`src/rcta_pkg.sv`:
```
// ----------------------------------------------------------------------------
// rcta_pkg
// shared types and constants of the quad clipper
// ----------------------------------------------------------------------------
`default_nettype none

package rcta_pkg;

	localparam int POS_W      = 20;
	localparam int TEX_W      = 16;
	localparam int DIV_STAGES = 17;
	localparam int NUM_W      = 38;
	localparam int DEN2_W     = 21;
	localparam int LANE_LAT   = DIV_STAGES + 2;
	localparam int NUM_LANES  = 4;

	localparam logic signed [POS_W-1:0] POS_MIN = -20'sd524288;
	localparam logic signed [POS_W-1:0] POS_MAX = 20'sd524287;
	localparam logic [TEX_W-1:0]        TEX_MAX = 16'hffff;

	localparam logic [1:0] MODE_RECT  = 2'd0;
	localparam logic [1:0] MODE_ICON  = 2'd1;
	localparam logic [1:0] MODE_GLYPH = 2'd2;
	localparam logic [1:0] MODE_NONE  = 2'd3;

	localparam logic [2:0] REG_OFFSET_X   = 3'd0;
	localparam logic [2:0] REG_OFFSET_Y   = 3'd1;
	localparam logic [2:0] REG_AREA_MIN_X = 3'd2;
	localparam logic [2:0] REG_AREA_MIN_Y = 3'd3;
	localparam logic [2:0] REG_AREA_MAX_X = 3'd4;
	localparam logic [2:0] REG_AREA_MAX_Y = 3'd5;

	// lane order
	localparam int LANE_U_MIN = 0;
	localparam int LANE_V_MIN = 1;
	localparam int LANE_U_MAX = 2;
	localparam int LANE_V_MAX = 3;

	typedef struct packed {
		logic [1:0]              mode;
		logic signed [POS_W-1:0] x_min;
		logic signed [POS_W-1:0] y_min;
		logic signed [POS_W-1:0] x_max;
		logic signed [POS_W-1:0] y_max;
		logic [TEX_W-1:0]        u_min;
		logic [TEX_W-1:0]        v_min;
		logic [TEX_W-1:0]        u_max;
		logic [TEX_W-1:0]        v_max;
		logic [15:0]             glyph_scale;
		logic signed [POS_W-1:0] pos_x;
		logic signed [POS_W-1:0] pos_y;
	} item_t;

	typedef struct packed {
		logic                    visible;
		logic [1:0]              kind;
		logic signed [POS_W-1:0] out_x_min;
		logic signed [POS_W-1:0] out_y_min;
		logic signed [POS_W-1:0] out_x_max;
		logic signed [POS_W-1:0] out_y_max;
		logic [TEX_W-1:0]        out_u_min;
		logic [TEX_W-1:0]        out_v_min;
		logic [TEX_W-1:0]        out_u_max;
		logic [TEX_W-1:0]        out_v_max;
	} result_t;

	typedef struct packed {
		logic signed [POS_W-1:0] offset_x;
		logic signed [POS_W-1:0] offset_y;
		logic signed [POS_W-1:0] area_min_x;
		logic signed [POS_W-1:0] area_min_y;
		logic signed [POS_W-1:0] area_max_x;
		logic signed [POS_W-1:0] area_max_y;
	} cfg_t;

	typedef struct packed {
		logic [POS_W-1:0]        delta;
		logic signed [TEX_W:0]   span;
		logic [POS_W-1:0]        den;
	} lane_in_t;

	typedef struct packed {
		logic [DIV_STAGES-1:0]   quo;
		logic                    neg;
	} lane_out_t;

	typedef struct packed {
		logic                    visible;
		logic [1:0]              kind;
		logic signed [POS_W-1:0] cx0;
		logic signed [POS_W-1:0] cy0;
		logic signed [POS_W-1:0] cx1;
		logic signed [POS_W-1:0] cy1;
		logic [NUM_LANES-1:0]    need;
		logic [NUM_LANES-1:0][TEX_W-1:0] tex;
	} side_t;

endpackage

`default_nettype wire

```
`src/rcta_lane.sv`:
```
// ----------------------------------------------------------------------------
// rcta_lane
// one texcoord lane: delta times span, then a one-bit-per-stage rounding divide
// ----------------------------------------------------------------------------
`default_nettype none

module rcta_lane import rcta_pkg::*; (
	input  wire logic     clk,
	input  wire logic     en,
	input  wire lane_in_t li,
	output lane_out_t     lo
);

	logic [35:0]           mag_s1;
	logic                  neg_s1;
	logic [POS_W-1:0]      den_s1;
	logic [TEX_W-1:0]      span_abs;

	logic [NUM_W-1:0]      rem_s [DIV_STAGES+1];
	logic [DEN2_W-1:0]     d2_s  [DIV_STAGES+1];
	logic [DIV_STAGES-1:0] quo_s [DIV_STAGES+1];
	logic                  neg_s [DIV_STAGES+1];

	assign span_abs = li.span[TEX_W] ? TEX_W'(-li.span) : TEX_W'(li.span);

	always_ff @(posedge clk) begin
		if (en) begin
			mag_s1   <= 36'(li.delta) * 36'(span_abs);
			neg_s1   <= li.span[TEX_W];
			den_s1   <= li.den;
			// numerator 2*mag + den, divisor 2*den
			rem_s[0] <= {1'b0, mag_s1, 1'b0} + NUM_W'(den_s1);
			d2_s[0]  <= {den_s1, 1'b0};
			quo_s[0] <= '0;
			neg_s[0] <= neg_s1;
		end
	end

	for (genvar k = 0; k < DIV_STAGES; k++) begin : g_step
		logic [NUM_W-1:0] sub;
		logic [NUM_W:0]   diff;

		assign sub  = NUM_W'(d2_s[k]) << (DIV_STAGES - 1 - k);
		assign diff = {1'b0, rem_s[k]} - {1'b0, sub};

		always_ff @(posedge clk) begin
			if (en) begin
				rem_s[k+1] <= diff[NUM_W] ? rem_s[k] : diff[NUM_W-1:0];
				quo_s[k+1] <= {quo_s[k][DIV_STAGES-2:0], ~diff[NUM_W]};
				d2_s[k+1]  <= d2_s[k];
				neg_s[k+1] <= neg_s[k];
			end
		end
	end

	assign lo.quo = quo_s[DIV_STAGES];
	assign lo.neg = neg_s[DIV_STAGES];

endmodule

`default_nettype wire

```
`config.mk`:
```
export PLATFORM = sky130hd
export DESIGN_NAME = rcta_lane
export DESIGN_NICKNAME = d
export VERILOG_FILES = /design/src/rcta_pkg.sv /design/src/rcta_lane.sv
export SDC_FILE = /design/constraint.sdc
export NUM_CORES = 2
export LEC_CHECK = 0
export ABC_AREA = 1
export BUFFER_PORTS_ARGS = -buffer_cell sky130_fd_sc_hd__buf_2
export CAP_MARGIN = 10
export CORE_UTILIZATION = 29
export CTS_BUF_LIST = sky130_fd_sc_hd__clkbuf_8
export CTS_CLUSTER_DIAMETER = 100
export DETAILED_ROUTE_END_ITERATION = 12
export SYNTH_ARGS = -nofsm -noshare
export SYNTH_HDL_FRONTEND = slang
export SYNTH_SLANG_ARGS = --single-unit
export TNS_END_PERCENT = 20
```
`constraint.sdc`:
```
create_clock -name clk -period 17.6 [get_ports clk]
set_input_delay 1.76 -clock clk [delete_from_list [all_inputs] [get_ports clk]]
set_output_delay 1.76 -clock clk [all_outputs]
set_load 0.1 [all_outputs]
```
== Yosys cells after proc, flatten, opt, wreduce, memory -nomap -nowiden ==
Memory sizes are Yosys's and may differ from the RTL's.
Index checks and enable logic that the tools add are counted.
Storage, ports and cells
  register bits: 57
  RAM bits: 1386
  bits of input ports: 59
  output and inout port bits: 18
  logic and storage cells: 64
  memories: 4
Operators by class
  add/sub/neg operators: 19
  $mul: 1
  muxes and demuxes: 20
  bitwise logic cells: 17
Memory list
  rem_s: depth 18, bits a word 38, rd ports 17, clocked after memory_dff 0, wr ports 18, line rcta_lane.sv:19  | logic [NUM_W-1:0] rem_s [DIV_STAGES+1];
  d2_s: depth 18, bits a word 21, rd ports 17, clocked after memory_dff 0, wr ports 18, line rcta_lane.sv:20  | logic [DEN2_W-1:0] d2_s [DIV_STAGES+1];
  quo_s: depth 18, bits a word 17, rd ports 18, clocked after memory_dff 0, wr ports 18, line rcta_lane.sv:21  | logic [DIV_STAGES-1:0] quo_s [DIV_STAGES+1];
  neg_s: depth 18, bits a word 1, rd ports 18, clocked after memory_dff 0, wr ports 18, line rcta_lane.sv:22  | logic neg_s [DIV_STAGES+1];
Operator list (number)
  38-bit 2-to-1 mux: 17
  38-bit by 21-bit subtractor with 39-bit output: 1
  38-bit by 22-bit subtractor with 39-bit output: 1
  38-bit by 23-bit subtractor with 39-bit output: 1
  38-bit by 24-bit subtractor with 39-bit output: 1
  38-bit by 25-bit subtractor with 39-bit output: 1
  38-bit by 26-bit subtractor with 39-bit output: 1
  38-bit by 27-bit subtractor with 39-bit output: 1
  38-bit by 28-bit subtractor with 39-bit output: 1
  38-bit by 29-bit subtractor with 39-bit output: 1
  38-bit by 30-bit subtractor with 39-bit output: 1
  38-bit by 31-bit subtractor with 39-bit output: 1
  38-bit by 32-bit subtractor with 39-bit output: 1
  38-bit by 33-bit subtractor with 39-bit output: 1
  38-bit by 34-bit subtractor with 39-bit output: 1
  38-bit by 35-bit subtractor with 39-bit output: 1
  38-bit by 36-bit subtractor with 39-bit output: 1
  38-bit by 37-bit subtractor with 39-bit output: 1
  37-bit by 20-bit adder with 38-bit output: 1
  20-bit by 16-bit multiplier with 36-bit output: 1
  1-bit inverter: 17
  16-bit 2-to-1 mux: 1
  16-bit negation: 1
  1-bit 2-to-1 mux: 2

== Logic depth before layout (Yosys ltp) ==
  depth in word-level cells: 3
  mapped depth: 34
  mapped depth without buffers: 33

== Worst setup path after synthesis ==
No wires, ideal clock.
  kind: input to register
  start: input li[21] in the netlist's numbering
  end: register mag_s1[35] (data pin)
  library setup time: 0.252 ns
  arrival time: 7.397 ns
  data required time: 17.348 ns
  path slack: 9.951 ns
  stages: 31
  path buffers: 1
  path through: inv_1 ha_1 nand3_1 nor2_1 nand2_1 nand2_1 or2_2 nand2_2 inv_1 clkbuf_1 nor2_1 fa_1 inv_1 fa_1 fa_1 inv_1 fa_1 fa_1 inv_1 fa_1 inv_1 ha_1 a21oi_1 a21boi_0 nor2_1 nor2_1 nand2_1 nand3_1 nand2_1 nand2_1 nand2_1
Between the ends
  longest elaborated chain between the ends: 3
RTL lines
  start: declaration: line rcta_lane.sv:10  | input wire lane_in_t li,
  16-bit negation: line rcta_lane.sv:24  | assign span_abs = li.span[TEX_W] ? TEX_W'(-li.span) : TEX_W'(li.span);
  16-bit 2-to-1 mux *: line rcta_lane.sv:24
  20-bit by 16-bit multiplier with 36-bit output *: line rcta_lane.sv:28  | mag_s1 <= 36'(li.delta) * 36'(span_abs);
  end signal: assignment: line rcta_lane.sv:28
  end: declaration: line rcta_lane.sv:14  | logic [35:0] mag_s1;
Mark *: on every way between the ends. The rest lies on a longest branch, timed or not.
A chain may end at the register's enable or synchronous reset.

== Final worst setup path ==
  start: input li[20] in the netlist's numbering
  end: register mag_s1[32] (data pin)
The elaborated chain is that of the path after synthesis.

==> results.cfg <==
[status]
outcome = finished, violations left
violations = DRC

[yosys]
seq_area_frac_synth_pct = 45.1
synthFlopType = edfxtp_1
synth-seq-cells = 1197
synth_area_mm2 = 0.0797
synth_async_sr_flop_share_pct = 0
yosys_warnings = 0
syn_avg_cell_area_um2 = 8.73
synth.largest_area_cell = edfxtp_1
yosys-top-cells-area = edfxtp_1 45%, nand2_1 12%, ha_1 7.3%
netlist_instances = 9125
syn_nets = 9918
synth_edf_count = 1197
ys_types = 61
yosys.area.top_type_share_pct = 45.1

[worst_hold_path]
whs_path_depth = 0
min-delay-start = neg_s[8]
whs_endpoint = neg_s[9]
hold_path_class = reg2reg

[worst_setup_path]
cp_slowest_cell = fa_1
end_kind = flop
required_ns = 18.33
startpoint_type = primary input
rr_startpoint = rem_s[5][0]
crit_fanout = 21
rr_endpoint = rem_s[6][29]
slowest_delay_ns = 0.56
regToRegSetupSlack_ns = 14.22
setup.worst_path.class = in2reg
worstRegToRegCells = 12
cp.arrival_ns = 9.03

[timing]
timing.hold.ws_ns = 0.365
setup_viol = 0
slew_viol_final = 0
fin_skew_ns = 0.0865
fmax_mhz = 121
slew_headroom_pct = 26.4
rsz0062_at_grt = false
fin_crit_ns = 8.30
min_period_over_period_pct = 47.1
worstMarginPinSlew_ns = 1.10
finalHoldViolations = 0
fin_setup_tns_ns = 0

[floorplan]
io_pins = 77
start_util_pct = 29.1
fp-row-count = 192
coreArea_mm2 = 0.273
die_w_um = 526
chipHeight_um = 526
die_area_mm2 = 0.277

[routing]
drt-pass1-iter-count = 10
wire_per_inst_um = 16.5
routed_via_density = 4.63
ant_nets = 0
wl_um = 215000
via_count = 60500
first_iter_violations = 4276
drc = 1

[cts]
cts_tree = done
hold_buffers = 0
cts.sinks = 1197
cts_root_buf = clkbuf_8
clock_path_buffers = 4
clk_latency_ns = 0.96
cts_made_buffers = 218
cts-resized-gates = 0
clkTransAtPathRegs_ns = 0.06
cts_setup_buffers = 0
htree_levels = 4

[global_route]
grt.overflow.total = 0
grt_pass1_vias = 59500
grt_usage_pct = 15.4
antenna_found_initial = 12
grt_pass1_wl_um = 336000
grt_max_degree = 182

[placement]
dp.cells = 12700
port_buffers = 76
gp_congestion = 0.910
dpl.hpwl_um = 170000
dpl-instance-area_mm2 = 0.0839

[finish]
multi_input_area_mm2 = 0.0372
final.fill_count = 28800
stdcell_count = 13100
drive_gt1_share_pct = 6.56
seqCellArea_mm2 = 0.0359
final_area_mm2 = 0.0882
layout_common_cells = 2522 x nand2_1, 1523 x inv_1, 1197 x edfxtp_1, 776 x nor2_1, 483 x a21oi_1
nets = 10100
syn_to_final_growth_pct = 10.8
layout.cells.most_common = nand2_1

[job]
maxCapViolCount = 0

[power_and_ir_drop]
p_per_area_mw_per_mm2 = 183
ir_drop_uv = 277
power.leakage_nw = 38.9
stage by stage:
stage	total power (W)	worst slack (ns)	util [%]
2_1_floorplan	0.0109	9.95	-
3_3_place_gp	0.0134	8.42	30.7
3_5_place_dp	0.0134	8.36	30.7
4_1_cts	0.0162	9.45	32.3
5_1_grt	0.0176	8.78	32.3
6_report	0.0161	9.30	32.3
cells in the mapped netlist (12+ instances only):
| master | number |
|---|---|
| nand2_1 | 2522 |
| inv_1 | 1483 |
| edfxtp_1 | 1197 |
| nor2_1 | 776 |
| a21oi_1 | 483 |
| ha_1 | 467 |
| nand3_1 | 426 |
| o21ai_0 | 293 |
| fa_1 | 267 |
| xnor2_1 | 146 |
| xor2_1 | 141 |
| nand4_1 | 140 |
| o21ai_1 | 138 |
| nor3_1 | 118 |
| nand3b_1 | 61 |
| nand2_2 | 49 |
| a21oi_2 | 41 |
| o21ai_2 | 38 |
| buf_2 | 31 |
| buf_6 | 31 |
| nor2_2 | 31 |
| nor4_1 | 27 |
| o21bai_1 | 27 |
| clkbuf_1 | 25 |
| inv_2 | 23 |
| or2_2 | 17 |
| buf_4 | 15 |
| o21a_1 | 12 |
routing by layer:
layer / part of all wire [%] / GRT usage (%) / vias to the layer above
met4: 3.5 / 5.39 / 10
met2: 48 / 26.6 / 1442
li1: - / - / 30300
met3: 4.8 / 2.29 / 421
met1: 44 / 19.4 / 28400
met5: 0.029 / 0 / -
worst max-delay path: cells and delay by family:
family                   cells  cell delay [ns]
AND/OR/NAND/NOR             14             2.24
AO/OA/AOI/OAI                1             0.43
buffers and inverters        8             1.09
adder cells (fa/ha/maj)      8             3.48
state kept, by name, summed over array words and instances, names as in the netlist:
signal / count
d2_s: 323
den_s1: 20
mag_s1: 36
neg_s: 18
neg_s1: 1
quo_s: 153
rem_s: 646
cells by family (layout without fill, tap and decap cells):
family	Yosys count	after routing	synth area share [%]
flops	1197	1197	45.1
buf+inv	1626	1994	8.17
simple gates	4216	4216	22.2
other cells	0	3	0
fa+ha+maj	734	734	14.0
compound gates	1064	1064	7.28
xor+xnor	288	288	3.18
power breakdown:
part | internal (W) | switching (W)
registers | 0.00423 | 0.000506
logic | 0.00301 | 0.00566
clock network | 0.00148 | 0.00122
cell type report:
type | count | share of cell area (%)
Clock inverter | 167 | 1.47
Sequential cell | 1197 | 40.7
Timing Repair Buffer | 87 | 0.598
Clock buffer | 221 | 3.45
Antenna cell | 3 | 0.00851
Tap cell | 3589 | 5.09
Inverter | 1519 | 6.48
Multi-Input combinational cell | 6302 | 42.2
worst max path at each step:
stage / startpoint / cells past startpoint / endpoint / slack [ns]
finish: li[20] / 31 / mag_s1[32] / 9.30
global route: li[20] / 31 / mag_s1[32] / 8.78
CTS: li[20] / 31 / mag_s1[32] / 9.45
detailed placement: li[20] / 31 / mag_s1[32] / 8.36
global placement: li[20] / 31 / mag_s1[32] / 8.42
floorplan: li[21] / 31 / mag_s1[35] / 9.95
Note: power is estimated with default switching activity, not from simulation.
